<file path="src/design/urbdt_pkg.sv">
package urbdt_pkg;

  typedef enum logic [2:0] {
    FN_HOST_WR   = 3'd0,
    FN_HOST_RD   = 3'd1,
    FN_LINE_BYTE = 3'd2,
    FN_TX_READY  = 3'd3,
    FN_DMA_DONE  = 3'd4,
    FN_QUERY     = 3'd5
  } func_t;

  typedef enum logic [1:0] {
    REG_RX_RING_SIZE   = 2'd0,
    REG_TX_RING_SIZE   = 2'd1,
    REG_TX_DMA_MODE    = 2'd2,
    REG_RX_DIRECT_MODE = 2'd3
  } reg_idx_t;

  localparam logic [6:0] RING_SIZE_RST = 7'd64;

  typedef struct packed {
    logic [6:0] rx_ring_size;
    logic [6:0] tx_ring_size;
    logic       tx_dma_mode;
    logic       rx_direct_mode;
  } cfg_t;

  typedef struct packed {
    logic [7:0] byte_out;
    logic       host_byte_valid;
    logic       direct_valid;
    logic       send_valid;
    logic       dma_start;
    logic [5:0] dma_addr;
    logic [6:0] dma_len;
    logic [5:0] rx_waiting;
    logic [5:0] tx_free;
    logic       tx_empty;
    logic       ready_irq_enable;
  } res_t;

endpackage

</file>
<file path="src/design/urbdt_in_if.sv">
interface urbdt_in_if;
  logic       valid;
  logic       ready;
  logic [2:0] func;
  logic [7:0] data_byte;
  logic [6:0] dma_remaining;

  modport source (output valid, output func, output data_byte, output dma_remaining,
                  input ready);
  modport sink (input valid, input func, input data_byte, input dma_remaining,
                output ready);
endinterface

</file>
<file path="src/design/urbdt_out_if.sv">
interface urbdt_out_if;
  logic       valid;
  logic       ready;
  logic [7:0] byte_out;
  logic       host_byte_valid;
  logic       direct_valid;
  logic       send_valid;
  logic       dma_start;
  logic [5:0] dma_addr;
  logic [6:0] dma_len;
  logic [5:0] rx_waiting;
  logic [5:0] tx_free;
  logic       tx_empty;
  logic       ready_irq_enable;

  modport source (output valid, output byte_out, output host_byte_valid,
                  output direct_valid, output send_valid, output dma_start,
                  output dma_addr, output dma_len, output rx_waiting, output tx_free,
                  output tx_empty, output ready_irq_enable, input ready);
  modport sink (input valid, input byte_out, input host_byte_valid,
                input direct_valid, input send_valid, input dma_start,
                input dma_addr, input dma_len, input rx_waiting, input tx_free,
                input tx_empty, input ready_irq_enable, output ready);
endinterface

</file>
<file path="src/design/urbdt_ram.sv">
module urbdt_ram #(
  parameter int DEPTH = 64,
  localparam int AW = $clog2(DEPTH)
) (
  input  logic          clk,
  input  logic          we,
  input  logic [AW-1:0] waddr,
  input  logic [7:0]    wdata,
  input  logic          re,
  input  logic [AW-1:0] raddr,
  output logic [7:0]    rdata
);

  logic [7:0] mem [DEPTH];

  always_ff @(posedge clk) begin
    if (we) begin
      mem[waddr] <= wdata;
    end
    if (re) begin
      rdata <= mem[raddr];
    end
  end

endmodule

</file>
<file path="src/design/urbdt_ctrl.sv">
module urbdt_ctrl #(
  parameter int RX_DEPTH = 64,
  parameter int TX_DEPTH = 64,
  localparam int RPW = $clog2(RX_DEPTH),
  localparam int TPW = $clog2(TX_DEPTH)
) (
  input  logic              clk,
  input  logic              rst,
  input  logic              adv,
  input  logic [2:0]        func,
  input  logic [7:0]        data_byte,
  input  logic [6:0]        dma_remaining,
  input  urbdt_pkg::cfg_t   cfg,
  output urbdt_pkg::res_t   res,
  output logic              rx_we,
  output logic [RPW-1:0]    rx_waddr,
  output logic [RPW-1:0]    rx_raddr,
  output logic              rx_rd_ok,
  output logic              tx_we,
  output logic [TPW-1:0]    tx_waddr,
  output logic [TPW-1:0]    tx_raddr
);
  import urbdt_pkg::*;

  localparam int MPW = (RPW > TPW) ? RPW : TPW;
  localparam int CW  = ((MPW > 7) ? MPW : 7) + 3;

  logic [RPW-1:0] rx_head, rx_tail, rx_head_next, rx_tail_next, rx_head_inc, rx_tail_inc;
  logic [TPW-1:0] tx_head, tx_tail, tx_head_next, tx_tail_next, tx_head_inc, tx_tail_inc;
  logic           dma_idle, dma_busy, ready_irq_on;
  logic           dma_idle_next, dma_busy_next, ready_irq_on_next;
  logic [RPW:0]   rx_fill;

  logic [CW-1:0]  rxs, txs;
  logic [TPW-1:0] chunk_head, chunk_tail;
  logic [CW-1:0]  chunk_len;
  logic signed [CW-1:0] w, used, fr;

  // effective ring sizes, clamped to 2..depth
  always_comb begin
    if (cfg.rx_ring_size < 7'd2) begin
      rxs = CW'(2);
    end else if (CW'(cfg.rx_ring_size) > CW'(RX_DEPTH)) begin
      rxs = CW'(RX_DEPTH);
    end else begin
      rxs = CW'(cfg.rx_ring_size);
    end
    if (cfg.tx_ring_size < 7'd2) begin
      txs = CW'(2);
    end else if (CW'(cfg.tx_ring_size) > CW'(TX_DEPTH)) begin
      txs = CW'(TX_DEPTH);
    end else begin
      txs = CW'(cfg.tx_ring_size);
    end
  end

  assign rx_head_inc = (CW'(rx_head) + CW'(1) >= rxs) ? '0 : RPW'(rx_head + 1'b1);
  assign rx_tail_inc = (CW'(rx_tail) + CW'(1) >= rxs) ? '0 : RPW'(rx_tail + 1'b1);
  assign tx_head_inc = (CW'(tx_head) + CW'(1) >= txs) ? '0 : TPW'(tx_head + 1'b1);
  assign tx_tail_inc = (CW'(tx_tail) + CW'(1) >= txs) ? '0 : TPW'(tx_tail + 1'b1);

  // a host write advances the head before the chunk is cut
  always_comb begin
    chunk_head = (func_t'(func) == FN_HOST_WR) ? tx_head_inc : tx_head;
    if (chunk_head > tx_tail) begin
      chunk_len  = CW'(chunk_head) - CW'(tx_tail);
      chunk_tail = chunk_head;
    end else begin
      chunk_len  = (txs > CW'(tx_tail)) ? txs - CW'(tx_tail) : '0;
      chunk_tail = '0;
    end
  end

  // status counts, saturated to 0..63
  always_comb begin
    w = $signed(CW'(rx_head)) - $signed(CW'(rx_tail));
    if (w < 0) begin
      w = w + $signed(rxs);
    end
    if (w < 0) begin
      w = '0;
    end else if (w > $signed(CW'(63))) begin
      w = $signed(CW'(63));
    end
    if (tx_head >= tx_tail) begin
      used = $signed(CW'(tx_head)) - $signed(CW'(tx_tail));
    end else begin
      used = $signed(txs) + $signed(CW'(tx_head)) - $signed(CW'(tx_tail));
    end
    fr = $signed(txs) - $signed(CW'(1)) - used;
    if (cfg.tx_dma_mode) begin
      fr = fr - $signed(CW'(dma_remaining));
    end
    if (fr < 0) begin
      fr = '0;
    end else if (fr > $signed(CW'(63))) begin
      fr = $signed(CW'(63));
    end
  end

  always_comb begin
    res               = '0;
    rx_head_next      = rx_head;
    rx_tail_next      = rx_tail;
    tx_head_next      = tx_head;
    tx_tail_next      = tx_tail;
    dma_idle_next     = dma_idle;
    dma_busy_next     = dma_busy;
    ready_irq_on_next = ready_irq_on;
    rx_we             = 1'b0;
    tx_we             = 1'b0;
    case (func_t'(func))
      FN_HOST_WR: begin
        tx_we        = 1'b1;
        tx_head_next = tx_head_inc;
        if (cfg.tx_dma_mode) begin
          if (!dma_busy) begin
            res.dma_start = 1'b1;
            res.dma_addr  = 6'(tx_tail);
            res.dma_len   = 7'(chunk_len);
            tx_tail_next  = chunk_tail;
            dma_idle_next = 1'b0;
            dma_busy_next = 1'b1;
          end
        end else begin
          ready_irq_on_next = 1'b1;
        end
      end
      FN_HOST_RD: begin
        res.host_byte_valid = 1'b1;
        rx_tail_next        = rx_tail_inc;
      end
      FN_LINE_BYTE: begin
        if (cfg.rx_direct_mode) begin
          res.byte_out     = data_byte;
          res.direct_valid = 1'b1;
        end else begin
          rx_we        = 1'b1;
          rx_head_next = rx_head_inc;
        end
      end
      FN_TX_READY: begin
        if (!cfg.tx_dma_mode && tx_tail != tx_head) begin
          res.send_valid = 1'b1;
          tx_tail_next   = tx_tail_inc;
        end else begin
          ready_irq_on_next = 1'b0;
        end
      end
      FN_DMA_DONE: begin
        if (cfg.tx_dma_mode) begin
          dma_busy_next = 1'b0;
          if (tx_head != tx_tail) begin
            res.dma_start = 1'b1;
            res.dma_addr  = 6'(tx_tail);
            res.dma_len   = 7'(chunk_len);
            tx_tail_next  = chunk_tail;
            dma_idle_next = 1'b0;
            dma_busy_next = 1'b1;
          end else begin
            dma_idle_next = 1'b1;
          end
        end
      end
      FN_QUERY: begin
        res.rx_waiting = 6'(w);
        res.tx_free    = 6'(fr);
        res.tx_empty   = cfg.tx_dma_mode ? dma_idle : (tx_tail == tx_head);
      end
      default: begin
      end
    endcase
    res.ready_irq_enable = ready_irq_on_next;
  end

  assign rx_waddr = rx_head;
  assign rx_raddr = rx_tail;
  assign tx_waddr = tx_head;
  assign tx_raddr = tx_tail;

  always_ff @(posedge clk) begin
    if (rst) begin
      rx_head      <= '0;
      rx_tail      <= '0;
      tx_head      <= '0;
      tx_tail      <= '0;
      dma_idle     <= 1'b1;
      dma_busy     <= 1'b0;
      ready_irq_on <= 1'b0;
      rx_fill      <= '0;
      rx_rd_ok     <= 1'b0;
    end else if (adv) begin
      rx_head      <= rx_head_next;
      rx_tail      <= rx_tail_next;
      tx_head      <= tx_head_next;
      tx_tail      <= tx_tail_next;
      dma_idle     <= dma_idle_next;
      dma_busy     <= dma_busy_next;
      ready_irq_on <= ready_irq_on_next;
      // the head only steps by one or wraps to 0, so written entries form a
      // prefix; anything at or past the fill mark reads as zero
      rx_rd_ok     <= ({1'b0, rx_tail} < rx_fill);
      if (rx_we && ({1'b0, rx_head} == rx_fill)) begin
        rx_fill <= rx_fill + 1'b1;
      end
    end
  end

endmodule

</file>
<file path="src/design/uart_ring_buffers_dma_tx.sv">
// Serial port buffer engine with a transmit ring and a receive ring.
// Items enter on req (valid/ready): func selects host write, host read,
// line byte, transmitter ready, DMA done or status query. Each item gives
// exactly one result on rsp (valid/ready), in order.
// Configuration: cfg_wen writes cfg_wdata into register cfg_idx (ring
// sizes, DMA mode, direct mode); write it only while no item is in flight.
// An accepted item sits in the input register until it advances; as it
// advances its pointers and ring entries are updated and the result register
// and the registered ring read are loaded, and rsp.valid rises from the
// result register, where the result waits until rsp takes it.
// Throughput: one item per cycle while rsp is not stalled; each ring memory
// does at most one write and one read per item.
// Reset (rst, synchronous) empties both rings, clears the pointers, marks
// DMA idle and loads the registers with 64, 64, 0, 0; the receive ring
// reads as zeros until written. Items are accepted once reset is released.
// When rsp is stalled the result holds, the input register fills behind
// it and req.ready drops until the result is taken.
module uart_ring_buffers_dma_tx #(
  parameter int RX_DEPTH = 64,
  parameter int TX_DEPTH = 64
) (
  input  logic       clk,
  input  logic       rst,
  urbdt_in_if.sink   req,
  urbdt_out_if.source rsp,
  input  logic       cfg_wen,
  input  logic [1:0] cfg_idx,
  input  logic [6:0] cfg_wdata
);
  import urbdt_pkg::*;

  localparam int RPW = $clog2(RX_DEPTH);
  localparam int TPW = $clog2(TX_DEPTH);

  cfg_t       cfg;
  logic       a_valid;
  logic [2:0] a_func;
  logic [7:0] a_data;
  logic [6:0] a_pend;
  logic       b_valid;
  res_t       b_res;
  res_t       res;
  logic       adv;

  logic           rx_we, tx_we, rx_rd_ok;
  logic [RPW-1:0] rx_waddr, rx_raddr;
  logic [TPW-1:0] tx_waddr, tx_raddr;
  logic [7:0]     rx_rd, tx_rd;

  always_ff @(posedge clk) begin
    if (rst) begin
      cfg.rx_ring_size   <= RING_SIZE_RST;
      cfg.tx_ring_size   <= RING_SIZE_RST;
      cfg.tx_dma_mode    <= 1'b0;
      cfg.rx_direct_mode <= 1'b0;
    end else if (cfg_wen) begin
      case (reg_idx_t'(cfg_idx))
        REG_RX_RING_SIZE:   cfg.rx_ring_size   <= cfg_wdata;
        REG_TX_RING_SIZE:   cfg.tx_ring_size   <= cfg_wdata;
        REG_TX_DMA_MODE:    cfg.tx_dma_mode    <= cfg_wdata[0];
        REG_RX_DIRECT_MODE: cfg.rx_direct_mode <= cfg_wdata[0];
        default: begin
        end
      endcase
    end
  end

  assign adv       = a_valid && (!b_valid || rsp.ready);
  assign req.ready = !a_valid || adv;

  always_ff @(posedge clk) begin
    if (rst) begin
      a_valid <= 1'b0;
    end else if (req.valid && req.ready) begin
      a_valid <= 1'b1;
    end else if (adv) begin
      a_valid <= 1'b0;
    end
  end

  always_ff @(posedge clk) begin
    if (req.valid && req.ready) begin
      a_func <= req.func;
      a_data <= req.data_byte;
      a_pend <= req.dma_remaining;
    end
  end

  urbdt_ctrl #(
    .RX_DEPTH (RX_DEPTH),
    .TX_DEPTH (TX_DEPTH)
  ) u_ctrl (
    .clk           (clk),
    .rst           (rst),
    .adv           (adv),
    .func          (a_func),
    .data_byte     (a_data),
    .dma_remaining (a_pend),
    .cfg           (cfg),
    .res           (res),
    .rx_we         (rx_we),
    .rx_waddr      (rx_waddr),
    .rx_raddr      (rx_raddr),
    .rx_rd_ok      (rx_rd_ok),
    .tx_we         (tx_we),
    .tx_waddr      (tx_waddr),
    .tx_raddr      (tx_raddr)
  );

  urbdt_ram #(.DEPTH(RX_DEPTH)) u_rx_ram (
    .clk   (clk),
    .we    (adv && rx_we),
    .waddr (rx_waddr),
    .wdata (a_data),
    .re    (adv),
    .raddr (rx_raddr),
    .rdata (rx_rd)
  );

  urbdt_ram #(.DEPTH(TX_DEPTH)) u_tx_ram (
    .clk   (clk),
    .we    (adv && tx_we),
    .waddr (tx_waddr),
    .wdata (a_data),
    .re    (adv),
    .raddr (tx_raddr),
    .rdata (tx_rd)
  );

  always_ff @(posedge clk) begin
    if (rst) begin
      b_valid <= 1'b0;
    end else if (adv) begin
      b_valid <= 1'b1;
    end else if (rsp.ready) begin
      b_valid <= 1'b0;
    end
  end

  always_ff @(posedge clk) begin
    if (adv) begin
      b_res <= res;
    end
  end

  assign rsp.valid            = b_valid;
  assign rsp.byte_out         = b_res.host_byte_valid ? (rx_rd_ok ? rx_rd : 8'd0) :
                                b_res.send_valid      ? tx_rd : b_res.byte_out;
  assign rsp.host_byte_valid  = b_res.host_byte_valid;
  assign rsp.direct_valid     = b_res.direct_valid;
  assign rsp.send_valid       = b_res.send_valid;
  assign rsp.dma_start        = b_res.dma_start;
  assign rsp.dma_addr         = b_res.dma_addr;
  assign rsp.dma_len          = b_res.dma_len;
  assign rsp.rx_waiting       = b_res.rx_waiting;
  assign rsp.tx_free          = b_res.tx_free;
  assign rsp.tx_empty         = b_res.tx_empty;
  assign rsp.ready_irq_enable = b_res.ready_irq_enable;

  a_one_kind: assert property (@(posedge clk) disable iff (rst)
    b_valid |-> $onehot0({b_res.host_byte_valid, b_res.direct_valid,
                          b_res.send_valid, b_res.dma_start}))
    else $error("result carries more than one kind of byte or chunk");

  a_item_kept: assert property (@(posedge clk) disable iff (rst)
    a_valid && !adv |=> a_valid)
    else $error("stalled item lost from input register");

  a_result_kept: assert property (@(posedge clk) disable iff (rst)
    b_valid && !rsp.ready |=> b_valid && $stable(b_res))
    else $error("stalled result dropped or changed");

  a_reset_empty: assert property (@(posedge clk)
    rst |=> !a_valid && !b_valid)
    else $error("pipeline not empty after reset");

endmodule
</file>
<file path="src/flat_wrapper.sv">
// flat-port wrapper written by rule: the top's interface ports become plain ports
module uart_ring_buffers_dma_tx_flat import urbdt_pkg::*;
#(
  parameter int RX_DEPTH = 64,
  parameter int TX_DEPTH = 64
)
  (clk, rst, cfg_wen, cfg_idx, cfg_wdata, req_valid, req_func, req_data_byte, req_dma_remaining, req_ready, rsp_valid, rsp_byte_out, rsp_host_byte_valid, rsp_direct_valid, rsp_send_valid, rsp_dma_start, rsp_dma_addr, rsp_dma_len, rsp_rx_waiting, rsp_tx_free, rsp_tx_empty, rsp_ready_irq_enable, rsp_ready);
  urbdt_in_if req_i ();
  urbdt_out_if rsp_i ();
  input  logic clk;
  input  logic rst;
  input  logic cfg_wen;
  input  logic [1:0] cfg_idx;
  input  logic [6:0] cfg_wdata;
  input wire logic [$bits(req_i.valid)-1:0] req_valid;
  input wire logic [$bits(req_i.func)-1:0] req_func;
  input wire logic [$bits(req_i.data_byte)-1:0] req_data_byte;
  input wire logic [$bits(req_i.dma_remaining)-1:0] req_dma_remaining;
  output wire logic [$bits(req_i.ready)-1:0] req_ready;
  output wire logic [$bits(rsp_i.valid)-1:0] rsp_valid;
  output wire logic [$bits(rsp_i.byte_out)-1:0] rsp_byte_out;
  output wire logic [$bits(rsp_i.host_byte_valid)-1:0] rsp_host_byte_valid;
  output wire logic [$bits(rsp_i.direct_valid)-1:0] rsp_direct_valid;
  output wire logic [$bits(rsp_i.send_valid)-1:0] rsp_send_valid;
  output wire logic [$bits(rsp_i.dma_start)-1:0] rsp_dma_start;
  output wire logic [$bits(rsp_i.dma_addr)-1:0] rsp_dma_addr;
  output wire logic [$bits(rsp_i.dma_len)-1:0] rsp_dma_len;
  output wire logic [$bits(rsp_i.rx_waiting)-1:0] rsp_rx_waiting;
  output wire logic [$bits(rsp_i.tx_free)-1:0] rsp_tx_free;
  output wire logic [$bits(rsp_i.tx_empty)-1:0] rsp_tx_empty;
  output wire logic [$bits(rsp_i.ready_irq_enable)-1:0] rsp_ready_irq_enable;
  input wire logic [$bits(rsp_i.ready)-1:0] rsp_ready;
  assign req_i.valid = req_valid;
  assign req_i.func = req_func;
  assign req_i.data_byte = req_data_byte;
  assign req_i.dma_remaining = req_dma_remaining;
  assign req_ready = req_i.ready;
  assign rsp_valid = rsp_i.valid;
  assign rsp_byte_out = rsp_i.byte_out;
  assign rsp_host_byte_valid = rsp_i.host_byte_valid;
  assign rsp_direct_valid = rsp_i.direct_valid;
  assign rsp_send_valid = rsp_i.send_valid;
  assign rsp_dma_start = rsp_i.dma_start;
  assign rsp_dma_addr = rsp_i.dma_addr;
  assign rsp_dma_len = rsp_i.dma_len;
  assign rsp_rx_waiting = rsp_i.rx_waiting;
  assign rsp_tx_free = rsp_i.tx_free;
  assign rsp_tx_empty = rsp_i.tx_empty;
  assign rsp_ready_irq_enable = rsp_i.ready_irq_enable;
  assign rsp_i.ready = rsp_ready;
  uart_ring_buffers_dma_tx #(.RX_DEPTH(RX_DEPTH), .TX_DEPTH(TX_DEPTH)) u_core (.clk(clk), .rst(rst), .req(req_i), .rsp(rsp_i), .cfg_wen(cfg_wen), .cfg_idx(cfg_idx), .cfg_wdata(cfg_wdata));
endmodule
</file>
<file path="config.mk">
export PLATFORM = sky130hd
export DESIGN_NAME = uart_ring_buffers_dma_tx_flat
export DESIGN_NICKNAME = d
export VERILOG_FILES = /design/src/design/urbdt_pkg.sv /design/src/design/urbdt_in_if.sv /design/src/design/urbdt_out_if.sv /design/src/design/urbdt_ram.sv /design/src/design/urbdt_ctrl.sv /design/src/design/uart_ring_buffers_dma_tx.sv /design/src/flat_wrapper.sv
export SDC_FILE = /design/constraint.sdc
export NUM_CORES = 1
export LEC_CHECK = 0
export BUFFER_PORTS_ARGS = -buffer_cell sky130_fd_sc_hd__buf_4
export CAP_MARGIN = 0
export CELL_PAD_IN_SITES_DETAIL_PLACEMENT = 1
export CELL_PAD_IN_SITES_GLOBAL_PLACEMENT = 1
export CORE_ASPECT_RATIO = 0.6
export CORE_MARGIN = 5
export CORE_UTILIZATION = 57
export CTS_BUF_LIST = sky130_fd_sc_hd__clkbuf_8
export CTS_CLUSTER_SIZE = 12
export DETAILED_ROUTE_END_ITERATION = 8
export MAX_ROUTING_LAYER = met4
export PLACE_DENSITY = 0.88
export SLEW_MARGIN = 5
export SYNTH_ARGS = -nofsm -noshare
export SYNTH_HDL_FRONTEND = slang
export SYNTH_SLANG_ARGS = --single-unit
</file>
<file path="constraint.sdc">
create_clock -name clk -period 7.2 [get_ports clk]
set_input_delay 1.44 -clock clk [delete_from_list [all_inputs] [get_ports clk]]
set_output_delay 1.44 -clock clk [all_outputs]
set_load 0.005 [all_outputs]
</file>
==> results of run 1 <==
-- layout make-up --
class	instances	area [um2]
timing repair buffer	105	801
inverter	78	293
antenna	6	15.0
tap	1134	1420
multi-input combinational	1197	13200
clock inverter	112	563
sequential	1150	34000
fill	7104	31000
clock buffer	171	2350
-- registers in the layout, summed over array words and instances (netlist names), 8 cells and up --
name                   cells
u_core.cfg                16
u_core.u_tx_ram.rdata      8
u_core.a_data              8
u_core.b_res               8
u_core.u_rx_ram.rdata      8
u_core.u_rx_ram.mem      512
u_core.u_tx_ram.mem      512
-- path summary, 6_finish.rpt --
kind / start / cells past startpoint / end
worst max register to register: u_core.cfg[4] / 21 / u_core.rsp.dma_len[4]
worst min register to register: u_core.cfg[10] / 2 / u_core.cfg[10]
worst max-delay path: u_core.cfg[4] / 21 / u_core.rsp.dma_len[4]
worst min-delay path: u_core.cfg[10] / 2 / u_core.cfg[10]
-- per-layer routing --
metal  share of wire (%)  vias to the layer above  global-route usage [%]
li1                    -                    10500                       -
met1                  40                    13900                    44.2
met2                  44                     1831                    42.5
met3                  13                      259                    9.35
met4                 2.6                        0                    8.80
met5                   0                        -                       -
-- critical path: stages (launching register included) --
cell and delay [ps]:
dfxtp_1 340, or4_1 520, o21ai_0 410, inv_1 180, ha_1 310, nand2b_1 160
a21oi_1 250, nor2b_1 80, o21ai_0 190, a211o_1 400, nand3_1 120, o21ai_0 300
ha_1 270, nor2b_1 150, o21ai_0 120, a21boi_0 270, o21a_1 170, o21ai_0 140
a32oi_1 880, a21oi_1 280, a22oi_1 250, nor2_1 80
-- placed cells by master, fill, tap and decap left out, drive strengths merged, types with 20 or more instances in the layout --
cell type	n
xnor2	34
nand2	63
edfxtp	1097
buf	105
nor2	244
xor2	20
a21o	27
a21oi	65
nand3	42
mux4	336
dfxtp	53
clkbuf	171
inv	133
ha	92
clkinv	51
o21ai	49
mux2i	26
-- per-stage QoR --
stage / std cells / worst slack (ps) / instance area (um2)
after floorplan: 2569 / 1720 / 48200
after global routing: 3952 / 638 / 52600
after CTS: 3947 / 1200 / 52600
after detailed placement: 3664 / 1260 / 49700
final: 3953 / 1030 / 52600
after global placement: 3664 / 1570 / 49700
-- power groups by stage --
stage          registers [mW]  clock network, mW  logic [mW]
6_report                 7.38               4.84       0.393
5_1_grt                  7.37               5.26       0.417
4_1_cts                  7.38               4.90       0.388
3_5_place_dp             7.52                  0       0.384
3_3_place_gp             7.51                  0       0.358
2_1_floorplan            7.55                  0       0.185
-- cells by family after synthesis --
kind of cell | after synthesis
compound gates | 220
flops | 1150
xor+xnor | 54
simple gates | 456
mux | 362
buf+inv | 222
fa+ha+maj | 105
==> summary.md, run 1 <==
| Metric | Value |
|---|---|
| Worst path arrival time | `6730 ps` |
| Synth warn | `0` |
| IO Count | `73` |
| Int Power | `9.77 mW` |
| Initial Utilization | `57.6%` |
| Synth Flop Type | `edfxtp_1` |
| Net Switching | `2.84 mW` |
| Clock root buffer | `clkbuf_8` |
| Combinational share of power | `3.1%` |
| Maximum number of pins on one net before global-route repair | `106` |
| CP startpoint kind | `flip-flop` |
| Site Rows | `82` |
| Post-Route Skew | `43.1 ps` |
| Tightest Pin Transition | `1260 ps` |
| CTS Sinks | `1150` |
| Synth Area in Adders | `2.93%` |
| CTS tree | `built` |
| CTS Hold Bufs | `0` |
| Gp weighted congestion | `between 0.9 and 1` |
| Post-CTS Resized | `0` |
| Worst min-delay path class | `reg -> reg` |
| CP Max Fanout | `13` |
| Vias | `26600` |
| Core Region | `between 0.08 and 0.09 mm2` |
| DRC | `0` |
| Final Slew Violations | `0` |
| TritonCTS buffer count | `162` |
| Final hold violations | `0` |
| Post-Syn Nets | `2706` |
| Kind of critical path | `reg -> reg` |
| RSZ-0062 raised after global routing | `no` |
| Mux contribution to synthesized area | `16.2%` |
| H-tree levels | `4` |
| Post-Route Setup TNS | `0 ps` |
| Hold slack final | `538 ps` |
| R2r setup slk | `1030 ps` |
| Mapped cell area | `0.0482 mm2` |
| Synth cell types | `61` |
| Final Core Density | `63.0%` |
| Outcome | `finished clean` |
| Max Clk Rate | `0.162 GHz` |
| Final #Nets | `2831` |
| Fraction of layout cells with a size suffix above 1 | `23.2%` |
| Sw Ratio | `22.5%` |
| # port buffers | `between 70 and 80` |
| First-pass iteration count of the detailed router | `6` |
| Die W | `between 300 and 400 um` |
| Initial antenna violation count | `7` |
| Pwr Total | `12.6 mW` |
| Vias/cell | `6.72` |
| Die extent in y | `235 um` |
| Syn_area_per_cell | `18.8 um2` |
| Setup violators final | `0` |
| CP required | `7760 ps` |
| CP endpoint kind | `flip-flop` |
| Clock share of power | `38.4%` |
| Synth top area share | `68.4%` |
| Synth area leaders | `edfxtp_1 (68%), mux4_2 (16%), ha_1 (2.4%)` |
| Grt ovf | `0` |
| Max IR drop VDD | `0.173 mV` |
| Most common cell in the netlist | `edfxtp_1` |
| Total GRT Usage | `30.5%` |
| Total die area | `a little over 0.09 mm2` |
| Async SR Flop Fraction | `0%` |
| EDFF count, synth | `1097` |
| Setup bufs post-CTS | `0` |
| First-pass GRT wire length | `~190000 um` |
| Synth area leader | `edfxtp_1` |
| Tmin final | `6170 ps` |
| Commonest cells in the netlist | `edfxtp_1 (1097), mux4_2 (336), nor2_1 (244)` |
| Leakage | `16.8 nW` |
| ANT nets after route | `0` |
| CTS max path bufs | `3` |
| Flop pwr share | `58.5%` |
| Max Cap Violations | `0` |
| Crit share post-route | `85.7%` |
| DRT iter0 DRCs | `3886` |
| Slew margin rel. | `15.7%` |
| Post-Route WL | `around 130000 um` |
| Post-synthesis sequential area ratio | `just over 70%` |
| Clock latency on the worst-skew pair | `880 ps` |
| Post-Synth XOR/XNOR Area | `0.997%` |
| Routed len/inst | `33.3 um` |
| Syn Inst Count | `2569` |
| Area grow syn2layout | `9.25%` |
| Simple-gate share of the synthesized area | `4.24%` |
| Main combinational cell family by area after synthesis | `multiplexers` |
| Worst-path clk slew | `about 70 ps` |
| Synth Register Bits | `1150` |
| Pwr/cell area | `240 mW/mm2` |
| Post-DP HPWL | `around 84000 um` |
| Synth Area in Compound Gates | `2.94%` |
| Vias in the first global route | `27700` |
Power figures use the tool's default switching activity.
==> run 2, diff against run 1 <==
MAX_ROUTING_LAYER = default   (was met4)
==> summary.md, run 2 (synthesized netlist as in run 1, its figures left out) <==
| Metric | Value |
|---|---|
| Outcome | `finished clean (unchanged)` |
| CP Max Fanout | `15 (was 13)` |
| Kind of critical path | `reg -> reg (unchanged)` |
| Worst path arrival time | `6680 ps (was 6730 ps)` |
| Tightest Pin Transition | `1280 ps (was 1260 ps)` |
| DRC | `0 (unchanged)` |
| Crit path max-delay cell type | `a32oi_1 (unchanged)` |
| CP endpoint kind | `flip-flop (unchanged)` |
| Clock root buffer | `clkbuf_8 (unchanged)` |
| Site Rows | `82 (unchanged)` |
| Gp weighted congestion | `0.910 (was 0.908)` |
| Post-Route WL | `137000 um (was 131000 um)` |
| Maximum number of pins on one net before global-route repair | `110 (was 106)` |
| DRT iter0 DRCs | `3811 (was 3886)` |
| RSZ-0062 raised after global routing | `no (unchanged)` |
| Leakage | `16.9 nW (was 16.8 nW)` |
| Crit share post-route | `84.8% (was 85.7%)` |
| CTS tree | `built (unchanged)` |
| Final Core Density | `63.0% (about the same)` |
| Setup bufs post-CTS | `0 (unchanged)` |
| IO Count | `73 (unchanged)` |
| Die extent in y | `235 um (unchanged)` |
| Max Clk Rate | `0.164 GHz (was 0.162 GHz)` |
| Multi-input gate area | `0.0132 mm2 (unchanged)` |
| Final #Nets | `2831 (unchanged)` |
| Sum of buffers and inverters on the critical path | `0 (was 1)` |
| First-pass iteration count of the detailed router | `5 (was 6)` |
| CTS max path bufs | `3 (unchanged)` |
| Biggest regs | `u_core.u_rx_ram.mem x512, u_core.u_tx_ram.mem x512, u_core.cfg x16 (unchanged)` |
| Most common cell after layout, fill and taps aside | `edfxtp_1 (unchanged)` |
| Final hold violations | `0 (unchanged)` |
| Max Cap Violations | `0 (unchanged)` |
| Setup violators final | `0 (unchanged)` |
| ANT nets after route | `0 (unchanged)` |
| Fraction of layout cells with a size suffix above 1 | `23.2% (about the same)` |
| TritonCTS buffer count | `163 (was 162)` |
| Area after DPL | `0.0497 mm2 (about the same)` |
| Post-CTS Resized | `0 (unchanged)` |
| Most frequent cells in the layout | `edfxtp_1 (1097), mux4_2 (336), nor2_1 (244), clkbuf_8 (165), inv_1 (127) (was edfxtp_1 (1097), mux4_2 (336), nor2_1 (244), clkbuf_8 (171), inv_1 (122))` |
| Worst-path clk slew | `70 ps (about the same)` |
| Clock latency on the worst-skew pair | `870 ps (was 880 ps)` |
| Design area | `0.0527 mm2 (was 0.0526 mm2)` |
| Grt ovf | `0 (unchanged)` |
| Initial antenna violation count | `11 (was 7)` |
| Initial Utilization | `57.6% (unchanged)` |
| Tmin final | `6100 ps (was 6170 ps)` |
| # port buffers | `72 (unchanged)` |
| Worst min-delay path class | `reg -> reg (unchanged)` |
| Pwr/cell area | `242 mW/mm2 (was 240 mW/mm2)` |
| CP required | `7780 ps (was 7760 ps)` |
| Post-DP HPWL | `84400 um (was 84000 um)` |
| Total die area | `0.0906 mm2 (unchanged)` |
| Vias | `27000 (was 26600)` |
| Slew margin rel. | `14.9% (was 15.7%)` |
| CTS Sinks | `1150 (unchanged)` |
| Post-Route Setup TNS | `0 ps (unchanged)` |
| Core Region | `0.0836 mm2 (unchanged)` |
| Max IR drop VDD | `0.140 mV (was 0.173 mV)` |
| Die W | `385 um (unchanged)` |
| Crit path largest cell delay | `880 ps (about the same)` |
| Largest delay share family, worst path | `compound AO/OA/AOI/OAI gates (unchanged)` |
| Vias/cell | `6.81 (was 6.72)` |
| First-pass GRT wire length | `199000 um (was 194000 um)` |
| CP startpoint kind | `flip-flop (unchanged)` |
| Total GRT Usage | `30.5% (about the same)` |
| Post-Route Skew | `57.1 ps (was 43.1 ps)` |
| FF/Latch Area | `0.0340 mm2 (unchanged)` |
| CTS Hold Bufs | `0 (unchanged)` |
| Final Slew Violations | `0 (unchanged)` |
| Crit path cell chain | `nand3_1 > nor2_1 > ha_1 > a211o_1 > nor2_1 > a211o_1 > nand3_1 > o21ai_0 > ha_1 > nor2b_1 > o21ai_0 > a21boi_0 > o21a_1 > o21ai_0 > a32oi_1 > a21oi_1 > a32oi_1 > nor2_1 (was or4_1 > o21ai_0 > inv_1 > ha_1 > nand2b_1 > a21oi_1 > nor2b_1 > o21ai_0 > a211o_1 > nand3_1 > o21ai_0 > ha_1 > nor2b_1 > o21ai_0 > a21boi_0 > o21a_1 > o21ai_0 > a32oi_1 > a21oi_1 > a22oi_1 > nor2_1)` |
| H-tree levels | `4 (unchanged)` |
| Routed len/inst | `34.5 um (was 33.3 um)` |
| Hold slack final | `502 ps (was 538 ps)` |
| Vias in the first global route | `27800 (was 27700)` |
| Area grow syn2layout | `9.41% (was 9.25%)` |
| Fill cell count | `7082 (was 7104)` |
run 2: path summary, 6_finish.rpt:
path / endpoint / slack (ps) / depth (start not counted) / from
setup reg to reg: u_core.rsp.dma_len[5] / 1100 / 18 / u_core.u_ctrl.tx_waddr[3]
setup / recovery: u_core.rsp.dma_len[5] / 1100 / 18 / u_core.u_ctrl.tx_waddr[3]
hold / removal: u_core.u_ctrl.dma_idle / 500 / 2 / u_core.u_ctrl.dma_idle
hold reg to reg: u_core.u_ctrl.dma_idle / 500 / 2 / u_core.u_ctrl.dma_idle
run 2: worst min-delay path, delay by kind of cell, from the launching register on:
family / cells / cell delay [ps]
DFF: 1 / 340
AOI/OAI and AO/OA: 2 / 120
run 2: area by class of cell:
cell class | count | share of cell area (%)
clock inverter | 130 | 1.42
multi-input combinational | 1197 | 25.0
sequential | 1150 | 64.5
tap | 1134 | 2.69
timing repair buffer | 104 | 1.48
antenna | 4 | 0.0190
clock buffer | 165 | 4.31
inverter | 78 | 0.555
run 2: per-layer routing:
layer  routed length (um)  global-route usage [%]
met5                    0                       0
met4                 3950                    9.34
met3                17700                    9.12
met2                61100                    43.8
met1                54000                    45.6
run 2: metrics by stage:
step                      power (mW)  std cells  setup WS (ps)
after floorplan                 7.74       2569           1720
after global placement          7.87       3663           1700
after detailed placement        7.90       3663           1400
after CTS                       12.8       3958           1290
after global routing            13.2       3961            726
final                           12.8       3962           1100
run 2: where the power goes:
part	internal [mW]	switching, mW	total, mW
registers	7.34	0.0292	7.37
logic	0.122	0.278	0.400
clock network	2.37	2.63	5.01
total	9.84	2.94	12.8
